**config.mk**
```make
export PLATFORM = sky130hd
export DESIGN_NAME = iso_date_deadline_checker_top
export DESIGN_NICKNAME = d
export VERILOG_FILES = /design/src/rtl/idc_pkg.sv /design/src/rtl/idc_parse.sv /design/src/rtl/idc_judge.sv /design/src/rtl/iso_date_deadline_checker_top.sv
export SDC_FILE = /design/constraint.sdc
export NUM_CORES = 1
export LEC_CHECK = 0
export ABC_AREA = 1
export BUFFER_PORTS_ARGS = -buffer_cell sky130_fd_sc_hd__buf_2
export CORE_AREA = 5 5 96 187
export CTS_BUF_LIST = sky130_fd_sc_hd__clkbuf_4 sky130_fd_sc_hd__clkbuf_8
export CTS_CLUSTER_DIAMETER = 100
export DETAILED_ROUTE_END_ITERATION = 7
export DIE_AREA = 0 0 101 192
export GPL_TIMING_DRIVEN = 0
export RECOVER_POWER = 50
export SYNTH_ARGS = -nofsm -noshare
export SYNTH_HDL_FRONTEND = slang
export SYNTH_SLANG_ARGS = --single-unit
```
**constraint.sdc**
```tcl
create_clock -name clk -period 7.6 [get_ports clk]
set_clock_uncertainty 0.15 [all_clocks]
set_input_delay 0.76 -clock clk [delete_from_list [all_inputs] [get_ports clk]]
set_output_delay 0.76 -clock clk [all_outputs]
set_load 0.03 [all_outputs]
```
**src/rtl/idc_pkg.sv**
```systemverilog
// ----------------------------------------------------------------------------
// idc_pkg: shared types and constants
// word layouts, status codes, register indexes and the month length table
// ----------------------------------------------------------------------------
package idc_pkg;

  localparam int YEAR_W  = 14;
  localparam int MONTH_W = 7;
  localparam int DAY_W   = 7;
  localparam int POS_W   = 4;

  localparam logic [POS_W-1:0] POS_MAX    = 4'd15;
  localparam logic [POS_W-1:0] DATE_LEN   = 4'd10;
  localparam logic [POS_W-1:0] DASH_POS_A = 4'd4;
  localparam logic [POS_W-1:0] DASH_POS_B = 4'd7;
  localparam logic [POS_W-1:0] YEAR_LO_POS = 4'd2;

  localparam logic [7:0] CHAR_DASH  = 8'h2D;
  localparam logic [7:0] CHAR_ZERO  = 8'h30;
  localparam logic [7:0] CHAR_NINE  = 8'h39;

  // result status codes
  localparam logic [1:0] ST_ACCEPTED   = 2'd0;
  localparam logic [1:0] ST_BAD_FORMAT = 2'd1;
  localparam logic [1:0] ST_IMPOSSIBLE = 2'd2;
  localparam logic [1:0] ST_PAST       = 2'd3;

  // configuration register indexes
  localparam logic [1:0] CFG_TODAY_YEAR  = 2'd0;
  localparam logic [1:0] CFG_TODAY_MONTH = 2'd1;
  localparam logic [1:0] CFG_TODAY_DAY   = 2'd2;

  localparam logic [YEAR_W-1:0] RST_TODAY_YEAR  = 14'd2000;
  localparam logic [3:0]        RST_TODAY_MONTH = 4'd1;
  localparam logic [4:0]        RST_TODAY_DAY   = 5'd1;

  typedef struct packed {
    logic [7:0] character;
    logic       last;
  } in_t;

  typedef struct packed {
    logic [1:0]         status;
    logic [YEAR_W-1:0]  year;
    logic [MONTH_W-1:0] month;
    logic [DAY_W-1:0]   day;
  } out_t;

  // finished date handed from the parser to the checker
  typedef struct packed {
    logic               fmt_bad;
    logic               leap;
    logic [YEAR_W-1:0]  year;
    logic [MONTH_W-1:0] month;
    logic [DAY_W-1:0]   day;
  } date_t;

  typedef struct packed {
    logic [YEAR_W-1:0] year;
    logic [3:0]        month;
    logic [4:0]        day;
  } today_t;

  // days in a month, zero for a month that does not exist
  function automatic logic [4:0] month_days(input logic [MONTH_W-1:0] m, input logic leap);
    logic [4:0] d;
    case (m)
      7'd1, 7'd3, 7'd5, 7'd7, 7'd8, 7'd10, 7'd12: d = 5'd31;
      7'd4, 7'd6, 7'd9, 7'd11:                    d = 5'd30;
      7'd2:                                       d = leap ? 5'd29 : 5'd28;
      default:                                    d = 5'd0;
    endcase
    return d;
  endfunction

endpackage

```
**src/rtl/idc_parse.sv**
```systemverilog
// ----------------------------------------------------------------------------
// idc_parse: character parser
// tracks position and format, accumulates year, month and day digits and
// hands a finished date word to the checker on the last character
// ----------------------------------------------------------------------------
module idc_parse (
  input  logic           clk,
  input  logic           rst,
  input  logic           in_valid,
  output logic           in_stall,
  input  idc_pkg::in_t   in_word,
  input  logic           date_take,
  output logic           date_valid,
  output idc_pkg::date_t date_word
);

  logic [idc_pkg::POS_W-1:0]   position;
  logic                        format_error;
  logic [idc_pkg::YEAR_W-1:0]  year_acc;
  logic [idc_pkg::MONTH_W-1:0] month_acc;
  logic [idc_pkg::DAY_W-1:0]   day_acc;
  // leap year helpers: century digits mod 4, low two digits mod 4 and nonzero
  logic [1:0]                  hi_mod4;
  logic [1:0]                  lo_mod4;
  logic                        lo_nz;

  logic [idc_pkg::POS_W-1:0]   position_next;
  logic                        format_error_next;
  logic [idc_pkg::YEAR_W-1:0]  year_acc_next;
  logic [idc_pkg::MONTH_W-1:0] month_acc_next;
  logic [idc_pkg::DAY_W-1:0]   day_acc_next;
  logic [1:0]                  hi_mod4_next;
  logic [1:0]                  lo_mod4_next;
  logic                        lo_nz_next;

  logic       accept;
  logic       finish;
  logic       is_digit;
  logic [3:0] digit_val;
  logic [7:0] char_off;

  assign in_stall = date_valid && !date_take;
  assign accept   = in_valid && !in_stall;
  assign finish   = accept && in_word.last;

  assign is_digit  = in_word.character inside {[idc_pkg::CHAR_ZERO:idc_pkg::CHAR_NINE]};
  assign char_off  = in_word.character - idc_pkg::CHAR_ZERO;
  assign digit_val = char_off[3:0];

  always_comb begin
    format_error_next = format_error;
    year_acc_next     = year_acc;
    month_acc_next    = month_acc;
    day_acc_next      = day_acc;
    hi_mod4_next      = hi_mod4;
    lo_mod4_next      = lo_mod4;
    lo_nz_next        = lo_nz;
    if (position >= idc_pkg::DATE_LEN) begin
      format_error_next = 1'b1;
    end else if (position == idc_pkg::DASH_POS_A || position == idc_pkg::DASH_POS_B) begin
      if (in_word.character != idc_pkg::CHAR_DASH) format_error_next = 1'b1;
    end else if (!is_digit) begin
      format_error_next = 1'b1;
    end else if (position < idc_pkg::DASH_POS_A) begin
      year_acc_next = idc_pkg::YEAR_W'((year_acc << 3) + (year_acc << 1)
                                       + idc_pkg::YEAR_W'(digit_val));
      // 10 mod 4 is 2
      if (position < idc_pkg::YEAR_LO_POS) begin
        hi_mod4_next = 2'({hi_mod4[0], 1'b0} + digit_val[1:0]);
      end else begin
        lo_mod4_next = 2'({lo_mod4[0], 1'b0} + digit_val[1:0]);
        lo_nz_next   = lo_nz || (digit_val != 4'd0);
      end
    end else if (position < idc_pkg::DASH_POS_B) begin
      month_acc_next = idc_pkg::MONTH_W'((month_acc << 3) + (month_acc << 1)
                                         + idc_pkg::MONTH_W'(digit_val));
    end else begin
      day_acc_next = idc_pkg::DAY_W'((day_acc << 3) + (day_acc << 1)
                                     + idc_pkg::DAY_W'(digit_val));
    end
    position_next = (position == idc_pkg::POS_MAX) ? position
                                                   : idc_pkg::POS_W'(position + 1'b1);
  end

  always_ff @(posedge clk) begin
    if (rst) begin
      position     <= '0;
      format_error <= 1'b0;
      year_acc     <= '0;
      month_acc    <= '0;
      day_acc      <= '0;
      hi_mod4      <= '0;
      lo_mod4      <= '0;
      lo_nz        <= 1'b0;
    end else if (finish) begin
      position     <= '0;
      format_error <= 1'b0;
      year_acc     <= '0;
      month_acc    <= '0;
      day_acc      <= '0;
      hi_mod4      <= '0;
      lo_mod4      <= '0;
      lo_nz        <= 1'b0;
    end else if (accept) begin
      position     <= position_next;
      format_error <= format_error_next;
      year_acc     <= year_acc_next;
      month_acc    <= month_acc_next;
      day_acc      <= day_acc_next;
      hi_mod4      <= hi_mod4_next;
      lo_mod4      <= lo_mod4_next;
      lo_nz        <= lo_nz_next;
    end
  end

  always_ff @(posedge clk) begin
    if (rst) begin
      date_valid <= 1'b0;
    end else if (finish) begin
      date_valid <= 1'b1;
    end else if (date_take) begin
      date_valid <= 1'b0;
    end
  end

  always_ff @(posedge clk) begin
    if (finish) begin
      date_word.fmt_bad <= format_error_next || (position_next != idc_pkg::DATE_LEN);
      // divisible by 100 only when the low digits are zero, then check the century
      date_word.leap    <= lo_nz_next ? (lo_mod4_next == 2'd0) : (hi_mod4_next == 2'd0);
      date_word.year    <= year_acc_next;
      date_word.month   <= month_acc_next;
      date_word.day     <= day_acc_next;
    end
  end

  a_stall_only_when_full: assert property (@(posedge clk) disable iff (rst)
    in_stall |-> date_valid)
    else $error("parser stalls with empty date register");

  a_clear_after_last: assert property (@(posedge clk) disable iff (rst)
    finish |=> (position == '0) && !format_error)
    else $error("parser state not cleared after last character");

  a_date_held: assert property (@(posedge clk) disable iff (rst)
    (date_valid && !date_take) |=> date_valid && $stable(date_word))
    else $error("pending date word lost or changed");

endmodule

```
**src/rtl/idc_judge.sv**
```systemverilog
// ----------------------------------------------------------------------------
// idc_judge: date checker and result register
// classifies a finished date against the calendar and today, holds the result
// ----------------------------------------------------------------------------
module idc_judge (
  input  logic            clk,
  input  logic            rst,
  input  logic            date_valid,
  input  idc_pkg::date_t  date_word,
  output logic            date_take,
  input  idc_pkg::today_t today,
  output logic            out_valid,
  input  logic            out_stall,
  output idc_pkg::out_t   out_word
);

  logic          possible;
  logic          past;
  logic [4:0]    limit;
  logic          load;
  idc_pkg::out_t result;

  assign date_take = !out_valid || !out_stall;
  assign load      = date_valid && date_take;

  assign limit    = idc_pkg::month_days(date_word.month, date_word.leap);
  assign possible = (limit != 5'd0) && (date_word.day != '0)
                    && (date_word.day <= idc_pkg::DAY_W'(limit));

  always_comb begin
    if (date_word.year != today.year) begin
      past = date_word.year < today.year;
    end else if (date_word.month != idc_pkg::MONTH_W'(today.month)) begin
      past = date_word.month < idc_pkg::MONTH_W'(today.month);
    end else begin
      past = date_word.day < idc_pkg::DAY_W'(today.day);
    end
  end

  always_comb begin
    result.year  = date_word.year;
    result.month = date_word.month;
    result.day   = date_word.day;
    if (date_word.fmt_bad) begin
      result.status = idc_pkg::ST_BAD_FORMAT;
      result.year   = '0;
      result.month  = '0;
      result.day    = '0;
    end else if (!possible) begin
      result.status = idc_pkg::ST_IMPOSSIBLE;
    end else if (past) begin
      result.status = idc_pkg::ST_PAST;
    end else begin
      result.status = idc_pkg::ST_ACCEPTED;
    end
  end

  always_ff @(posedge clk) begin
    if (rst) begin
      out_valid <= 1'b0;
    end else if (load) begin
      out_valid <= 1'b1;
    end else if (!out_stall) begin
      out_valid <= 1'b0;
    end
  end

  always_ff @(posedge clk) begin
    if (load) out_word <= result;
  end

  a_bad_format_zero: assert property (@(posedge clk) disable iff (rst)
    (out_valid && out_word.status == idc_pkg::ST_BAD_FORMAT)
      |-> (out_word.year == '0) && (out_word.month == '0) && (out_word.day == '0))
    else $error("bad format result carries date fields");

  a_take_when_free: assert property (@(posedge clk) disable iff (rst)
    !out_valid |-> date_take)
    else $error("checker refuses date with empty result register");

endmodule

```
**src/rtl/iso_date_deadline_checker_top.sv**
```systemverilog
// ----------------------------------------------------------------------------
// iso_date_deadline_checker_top: YYYY-MM-DD deadline checker
// a finished date is registered in the parser's date word, then in the checker's result register
// throughput: one character word per cycle while in_stall is low, set by the parser's per-character update
// reset clears parser state and the valid flags; today resets to 2000-01-01
// only a word with last set gives a result; the rest give none
// ----------------------------------------------------------------------------
module iso_date_deadline_checker_top (
  input  logic          clk,
  input  logic          rst,
  // character words
  input  logic          in_valid,
  output logic          in_stall,
  input  idc_pkg::in_t  in_word,
  // result words
  output logic          out_valid,
  input  logic          out_stall,
  output idc_pkg::out_t out_word,
  // configuration writes
  input  logic          cfg_write,
  input  logic [1:0]    cfg_index,
  input  logic [13:0]   cfg_data
);

  // today's date, written through the configuration port
  idc_pkg::today_t today;

  // parser to checker hand-off
  logic           date_valid;
  logic           date_take;
  idc_pkg::date_t date_word;

  // register writes, an unused index is dropped
  always_ff @(posedge clk) begin
    if (rst) begin
      today.year  <= idc_pkg::RST_TODAY_YEAR;
      today.month <= idc_pkg::RST_TODAY_MONTH;
      today.day   <= idc_pkg::RST_TODAY_DAY;
    end else if (cfg_write) begin
      case (cfg_index)
        idc_pkg::CFG_TODAY_YEAR:  today.year  <= cfg_data;
        idc_pkg::CFG_TODAY_MONTH: today.month <= cfg_data[3:0];
        idc_pkg::CFG_TODAY_DAY:   today.day   <= cfg_data[4:0];
        default: ;
      endcase
    end
  end

  // per-character format check and digit accumulation
  idc_parse u_parse (
    .clk        (clk),
    .rst        (rst),
    .in_valid   (in_valid),
    .in_stall   (in_stall),
    .in_word    (in_word),
    .date_take  (date_take),
    .date_valid (date_valid),
    .date_word  (date_word)
  );

  // calendar and deadline check, result register toward the sink
  idc_judge u_judge (
    .clk        (clk),
    .rst        (rst),
    .date_valid (date_valid),
    .date_word  (date_word),
    .date_take  (date_take),
    .today      (today),
    .out_valid  (out_valid),
    .out_stall  (out_stall),
    .out_word   (out_word)
  );

  // the input side backs up only when both stages hold a word
  a_stall_means_full: assert property (@(posedge clk) disable iff (rst)
    in_stall |-> (date_valid && out_valid && out_stall))
    else $error("input stalled while a stage is free");

  // a result word appears only after a date word was handed over
  a_out_from_date: assert property (@(posedge clk) disable iff (rst)
    $rose(out_valid) |-> $past(date_valid))
    else $error("result without a finished date");

  // today registers change only on reset or a configuration write
  a_today_by_write: assert property (@(posedge clk) disable iff (rst)
    !$past(cfg_write) && !$past(rst) |-> $stable(today))
    else $error("today changed without a write");

endmodule
```
==> impl_metrics.py, run 1 <==
metrics = {
    "floorplan": {
        "die_w_um": 101,
        "die-area_um2": 19400,
        "start_util": 0.443,
        "io_pins": 62,
        "die_h_um": 192,
        "core_um2": 16300,
        "rows": 66,
    },
    "hold_path": {
        "hold_path_end": "today[2]$_SDFFE_PP0P_",
        "min_delay_path_depth": 2,
        "hp-start": "today[2]$_SDFFE_PP0P_",
        "hold_path_class": "reg -> reg",
    },
    "layout": {
        "fin_nets": 1080,
        "areaGrowthSynthToFinish_pct": 11.8,
        "diodes": 0,
        "drive_gt1_frac": 0.0939,
    },
    "logic_synthesis": {
        "synth_area_um2": 7200,
        "yosysWarnings": 0,
        "syn_avg_cell_area_um2": 8.03,
        "synth_cell_types": 40,
        "ys.flop_type": "dfxtp_1",
        "async_flop_share": 0,
        "synth_fp_nets": 1000,
        "synth_edf_count": 60,
        "synth_seq_cells": 123,
        "ys_seq_area_frac": 0.425,
        "synthCells": 897,
    },
    "grt": {
        "grt_pass1_wl_mm": 27.8,
        "grt_util_met3": 0.0287,
        "overflow": 0,
        "grt_max_degree": 32,
        "top_usage_layer": "met2",
        "grt_use_met1": 0.189,
        "use_met2": 0.348,
        "antenna_found_initial": 0,
        "grt_pass1_vias": 5810,
        "track_usage": 0.185,
    },
    "setup_path": {
        "worst-path-max-fanout": 30,
        "worst_r2r_endpoint": "u_judge.out_word[22]$_SDFFCE_PP0P_",
        "critPathLaunchType": "input pin",
        "cp.arrival_ps": 2850,
        "critPathBufInv": 1,
        "end_kind": "register",
        "critical-path-max-stage-delay_ps": 1980,
        "critPathKind": "in -> reg",
        "worstReg2RegStart": "u_parse.date_valid$_SDFFE_PP0P_",
        "r2r_setup_slack_ps": 4650,
        "crit_chain": "buf_2 > a21oi_1",
        "r2r_cells": 2,
        "cp.required_ps": 7450,
        "crit_family": "compound AO/OA/AOI/OAI gates",
        "crit_slowest_cell": "a21oi_1",
    },
    "clock_network": {
        "insertion_delay_ps": 450,
        "cts_buffers": 17,
        "htreeDepth": 4,
        "postCtsHoldBufs": 0,
        "post_cts_buffers": 0,
        "post_cts_resize_count": 0,
        "root_buffer": "clkbuf_8",
        "numClockSinks": 123,
        "clk_pin_slew_ps": 70,
        "clock_path_buffers": 2,
        "cts_tree": "yes",
    },
    "sta": {
        "setup_tns_ps": 0,
        "holdWs_ps": 309,
        "slew_headroom": -0.774,
        "maxSlewViolCount": 31,
        "tightest_slew_ps": 2660,
        "layout_min_cycle_time_ps": 2990,
        "fmax_mhz": 334,
        "rsz0062_at_grt": "no",
        "hold_viol_final": 0,
        "post-route-period-util": 0.394,
        "setup_viol": 0,
    },
    "place": {
        "io_buffers": 61,
        "place_hpwl_mm": 13.4,
        "gp_congestion": 0.894,
    },
    "power_and_ir_drop": {
        "power_frac_comb": 0.137,
        "ir_drop_mv": 0.104,
        "power.density_nw_per_um2": 187,
        "p_leak_nw": 4.03,
        "power_switching_mw": 0.419,
        "switching_share": 0.278,
        "pwr-share-clk": 0.368,
        "power.internal_mw": 1.09,
        "pwr-share-seq": 0.494,
    },
    "route": {
        "detail_route.wirelength_mm": 16.9,
        "drt-initial-drc-count": 245,
        "first_pass_iters": 4,
        "vias": 5853,
        "ant_nets": 0,
        "vias_per_cell": 4.90,
        "wl_per_cell_um": 14.2,
        "drc": 0,
    },
    "run_status": {
        "violations": "max-capacitance violations, max-slew violations",
        "status": "finished with violations",
    },
    "run": {
        "max_cap_viol_count": 1,
    },
}
[cells in the mapped netlist (2+ instances only)]
library cell / number / area, µm²
a21oi_2: 5 / 43.8
o21ai_0: 44 / 220
nand4_1: 10 / 62.6
nor3_1: 7 / 35.0
inv_2: 6 / 22.5
nand3_1: 65 / 325
inv_1: 153 / 574
o21ai_1: 8 / 40.0
o211ai_1: 8 / 60.1
ha_1: 67 / 838
inv_4: 2 / 12.5
edfxtp_1: 60 / 1800
nand2_1: 189 / 709
nor2_2: 2 / 12.5
buf_6: 2 / 22.5
dfxtp_1: 63 / 1260
buf_2: 5 / 25.0
xor2_1: 10 / 87.6
nor2_4: 2 / 22.5
a21oi_1: 57 / 285
fa_1: 6 / 120
nand2_4: 5 / 56.3
o21ai_2: 2 / 17.5
nor2_1: 85 / 319
or2_2: 4 / 25.0
nand2_2: 3 / 18.8
xnor2_1: 3 / 26.3
clkbuf_1: 11 / 41.3
a211oi_1: 2 / 15.0
[power by group through the flow]
stage | clock (mW) | combinational (mW) | sequential (mW)
3_3_place_gp | 0 | 0.207 | 0.758
6_report | 0.554 | 0.207 | 0.744
5_1_grt | 0.596 | 0.239 | 0.747
4_1_cts | 0.569 | 0.213 | 0.744
3_5_place_dp | 0 | 0.211 | 0.759
2_1_floorplan | 0 | 0.145 | 0.761
[layout by cell type (no fill, tap or decap), types with 7 or more instances in the layout]
| master | n |
|---|---|
| nor2_1 | 86 |
| edfxtp_1 | 60 |
| o211ai_1 | 8 |
| clkbuf_8 | 17 |
| ha_1 | 67 |
| dfxtp_1 | 63 |
| clkbuf_1 | 41 |
| buf_2 | 37 |
| o21ai_1 | 8 |
| xor2_1 | 10 |
| nand2_1 | 192 |
| nor3_1 | 7 |
| a21oi_1 | 58 |
| o21ai_0 | 45 |
| inv_1 | 155 |
| nand4_1 | 10 |
| nand3_1 | 65 |
[logic make-up (layout without fill, tap and decap cells)]
family,Yosys count,after routing,share of synthesized area
compound gates,132,132,0.103
xor+xnor,13,13,0.0158
fa+ha+maj,73,73,0.133
buf+inv,180,273,0.0980
flops,123,123,0.425
simple gates,376,376,0.224
[final cells by class]
class | instances | area (µm²)
fill | 1629 | 8220
multi-input combinational | 594 | 3400
sequential | 123 | 3060
inverter | 161 | 608
timing repair buffer | 61 | 273
tap | 204 | 255
clock buffer | 18 | 241
clock inverter | 14 | 130
buffer | 19 | 85.1
[worst max-delay path by stage]
stage / from / endpoint / slack, ps / cells after the start
6_report: out_stall / u_judge.out_word[22]$_SDFFCE_PP0P_ / 4610 / 2
5_1_grt: out_stall / u_judge.out_word[6]$_SDFFCE_PP0P_ / 4360 / 2
4_1_cts: in_word[4] / u_parse.date_word[20]$_DFFE_PP_ / 4720 / 10
3_5_place_dp: in_word[4] / u_parse.date_word[20]$_DFFE_PP_ / 4250 / 10
3_3_place_gp: out_stall / u_judge.out_word[23]$_SDFFCE_PP0P_ / 4100 / 2
2_1_floorplan: out_stall / u_judge.out_word[0]$_SDFFCE_PP0P_ / 4750 / 1
[stage by stage]
| stage | utilization | total power [mW] | setup WS (ps) | std cells | instance area, µm² |
|---|---|---|---|---|---|
| 2_1_floorplan | - | 0.906 | 4750 | 897 | 7200 |
| 4_1_cts | 0.501 | 1.53 | 4720 | 1194 | 8150 |
| 3_5_place_dp | 0.478 | 0.970 | 4250 | 1162 | 7770 |
| 3_3_place_gp | 0.477 | 0.966 | 4100 | 1162 | 7760 |
| 5_1_grt | 0.495 | 1.58 | 4360 | 1194 | 8050 |
| 6_report | 0.495 | 1.51 | 4610 | 1194 | 8050 |
[sequential cells by signal (all words and copies together), names as in the netlist, named ones only]
register,flops
u_parse.lo_nz,1
u_parse.day_acc,7
u_parse.hi_mod4,2
u_parse.date_word,30
u_parse.date_valid,1
u_parse.month_acc,7
u_parse.format_error,1
u_judge.out_word,30
u_parse.lo_mod4,2
u_parse.year_acc,14
today,23
u_parse.position,3
u_judge.out_valid,1
[per-layer routing]
metal | part of all wire | vias to the layer above
met2 | 0.54 | 138
met4 | 0.044 | 0
met5 | 0 | -
li1 | - | 3062
met1 | 0.37 | 2603
met3 | 0.040 | 50
Note: power is estimated with default switching activity, not from simulation.
==> inputs of run 2 (changes only) <==
- ABC_AREA: 1 -> 0
- CORE_AREA: 5 5 96 187 -> 5 5 93 182
- DIE_AREA: 0 0 101 192 -> 0 0 98 187
- clock period: 7.6 -> 2.7 ns (I/O delays scaled with it)
==> run 2 against run 1 <==
Against the previous run: the flow finishes with violations (negative setup slack); combinational power increased by 140%; die area fell by 5.5%; first-iteration DRC count down 16%; worst setup slack worse by 4800 ps; area after synthesis fell by 6.1%; power grew to 3.0 times the previous value; final area grew 2.0%; final cell count down 17%.
==> impl_metrics.py, run 2 <==
metrics = {
    "logic_synthesis": {
        "synthCells": 674,
        "synth_area_leader_cell": "edfxtp_1",
        "syn_avg_cell_area_um2": 10.0,
        "yosysWarnings": 0,
        "synth_most_common_cell": "nor2_1",
        "ys_seq_area_frac": 0.453,
        "synth_area_leaders": "edfxtp_1 27%, dfxtp_1 19%, ha_1 12%",
        "synth_area_um2": 6770,
        "synth_top_area_frac": 0.266,
        "synth_cell_types": 60,
        "synth_fp_nets": 777,
        "async_flop_share": 0,
        "ys_top_cells_by_count": "73 x nor2_1, 67 x ha_1, 63 x dfxtp_1, 63 x nand2_1, 60 x edfxtp_1",
        "synth_edf_count": 60,
        "synth_seq_cells": 123,
        "ys.flop_type": "dfxtp_1",
    },
    "grt": {
        "grt_max_degree": 30,
        "overflow": 0,
        "grt_pass1_wl_mm": 28.0,
        "grt_pass1_vias": 5631,
        "track_usage": 0.193,
        "antenna_found_initial": 0,
    },
    "run_status": {
        "violations": "negative setup slack",
        "status": "finished with violations",
    },
    "sta": {
        "slew_headroom": 0.443,
        "fmax_mhz": 346,
        "hold_viol_final": 0,
        "rsz0062_at_grt": "yes",
        "post-route-period-util": 1.07,
        "setup_tns_ps": -1010,
        "maxSlewViolCount": 0,
        "setup_slack_ps": -187,
        "holdWs_ps": 57.6,
        "setup_viol": 12,
        "layout_min_cycle_time_ps": 2890,
        "tightest_slew_ps": 830,
    },
    "floorplan": {
        "die-area_um2": 18300,
        "rows": 64,
        "core_um2": 15300,
        "die_h_um": 187,
        "start_util": 0.442,
        "io_pins": 62,
        "die_w_um": 98,
    },
    "route": {
        "ant_nets": 0,
        "vias_per_cell": 5.32,
        "detail_route.wirelength_mm": 16.9,
        "wl_met1_mm": 5.79,
        "wl_met3_um": 495,
        "first_pass_iters": 4,
        "top_layer": "met4",
        "wl_per_cell_um": 17.0,
        "routed-wl-met2_mm": 9.52,
        "drt-initial-drc-count": 206,
        "drc": 0,
        "vias": 5274,
    },
    "clock_network": {
        "numClockSinks": 123,
        "insertion_delay_ps": 450,
        "root_buffer": "clkbuf_8",
        "cts_tree": "yes",
        "clock_path_buffers": 2,
        "cts_buffers": 17,
        "htreeDepth": 4,
        "clk_pin_slew_ps": 80,
    },
    "power_and_ir_drop": {
        "p_leak_nw": 3.39,
        "power_mw": 4.44,
        "power.density_nw_per_um2": 541,
        "ir_drop_mv": 0.300,
    },
    "setup_path": {
        "setup.worst_path.start": "u_parse.year_acc[2]$_SDFFE_PP0P_",
        "end_kind": "register",
        "cp.required_ps": 2740,
        "critPathKind": "reg -> reg",
        "worst-path-max-fanout": 3,
        "endpoint": "u_parse.date_word[24]$_DFFE_PP_",
        "critPathLaunchType": "register",
        "worstReg2RegStart": "u_parse.year_acc[2]$_SDFFE_PP0P_",
        "r2r_setup_slack_ps": -190,
        "cp.arrival_ps": 2920,
        "r2r_cells": 10,
        "worst_r2r_endpoint": "u_parse.date_word[24]$_DFFE_PP_",
    },
    "layout": {
        "fin_nets": 884,
        "top_regs": "u_judge.out_word (30), u_parse.date_word (30), today (23)",
        "areaGrowthSynthToFinish_pct": 21.4,
        "drive_gt1_frac": 0.196,
        "layout_commonest_cell": "nor2_1",
        "layout_common_cells": "72 x nor2_1, 65 x ha_1, 63 x nand2_1, 60 x edfxtp_1, 58 x dfxtp_1",
        "diodes": 0,
        "fill_cells": 1409,
    },
    "hold_path": {
        "hold_path_class": "in -> reg",
    },
    "place": {
        "gp_congestion": 0.860,
        "io_buffers": 59,
        "place_hpwl_mm": 13.0,
        "dpl_worst_slack_ps": -517,
    },
    "run": {
        "max_cap_viol_count": 0,
    },
}
run 2: where the power goes:
part / switching, mW / internal (mW)
Sequential: 0.0430 / 2.01
Combinational: 0.300 / 0.200
Clock: 0.769 / 1.12
run 2: logic make-up after synthesis:
family | after synthesis | share of synthesized area
buffers and inverters | 70 | 0.0418
xor gates and xnor gates | 23 | 0.0298
adders and majority gates | 73 | 0.142
and+or+nand+nor | 222 | 0.160
AOI/OAI and AO/OA | 135 | 0.127
muxes | 28 | 0.0466
DFF | 123 | 0.453
run 2: critical path, stage by stage, from the launching register on:
cell	delay, ps
dfxtp_2	350
inv_2	50
fa_1	560
inv_2	50
fa_2	370
a211oi_4	310
o21bai_4	110
a2111oi_4	290
or3_4	180
xor2_1	140
o21ai_1	80
run 2: stage by stage:
| stage | cell area (µm²) | cells | utilization |
|---|---|---|---|
| 3_3_place_gp | 7320 | 931 | 0.479 |
| 2_1_floorplan | 6780 | 674 | - |
| 6_report | 8220 | 992 | 0.537 |
| 5_1_grt | 8220 | 992 | 0.537 |
| 3_5_place_dp | 7350 | 932 | 0.481 |
| 4_1_cts | 8150 | 989 | 0.533 |
run 2: layout make-up:
| class | instances | area, µm² | area share |
|---|---|---|---|
| Sequential cell | 123 | 3070 | 0.374 |
| Clock buffer | 18 | 241 | 0.0294 |
| Timing Repair inverter | 1 | 5.00 | 0.000609 |
| Inverter | 45 | 176 | 0.0215 |
| Timing Repair Buffer | 87 | 518 | 0.0631 |
| Buffer | 25 | 114 | 0.0139 |
| Multi-Input combinational cell | 481 | 3620 | 0.441 |
| Tap cell | 198 | 248 | 0.0302 |
| Clock inverter | 14 | 219 | 0.0267 |
run 2: worst min-delay path by stage:
stage,startpoint,end,cells past startpoint
after global routing,in_word[8],u_parse.format_error$_SDFFE_PP0P_,5
after floorplan,cfg_data[4],today[13]$_SDFFE_PP1P_,1
after detailed placement,today[12]$_SDFFE_PP0P_,today[12]$_SDFFE_PP0P_,2
after global placement,u_parse.lo_mod4[1]$_SDFFE_PP0P_,u_parse.lo_mod4[1]$_SDFFE_PP0P_,2
final,in_word[8],u_parse.format_error$_SDFFE_PP0P_,5
after CTS,in_word[8],u_parse.format_error$_SDFFE_PP0P_,5
run 2: what timing repair did:
action / in CTS / in global routing
pin swaps: 15 / 11
gates cloned: 1 / 0
hold endpoints to repair: 22 / 0
gates resized for setup: 25 / 21
setup buffers: 9 / 3
hold buffers: 15 / 0
endpoints found under the setup margin: 22 / 19
run 2: metal layers:
| layer | track usage | vias up |
|---|---|---|
| met4 | 0.121 | 0 |
| met3 | 0.0407 | 55 |
| li1 | - | 2599 |
| met2 | 0.373 | 121 |
| met1 | 0.177 | 2499 |
| met5 | 0 | - |
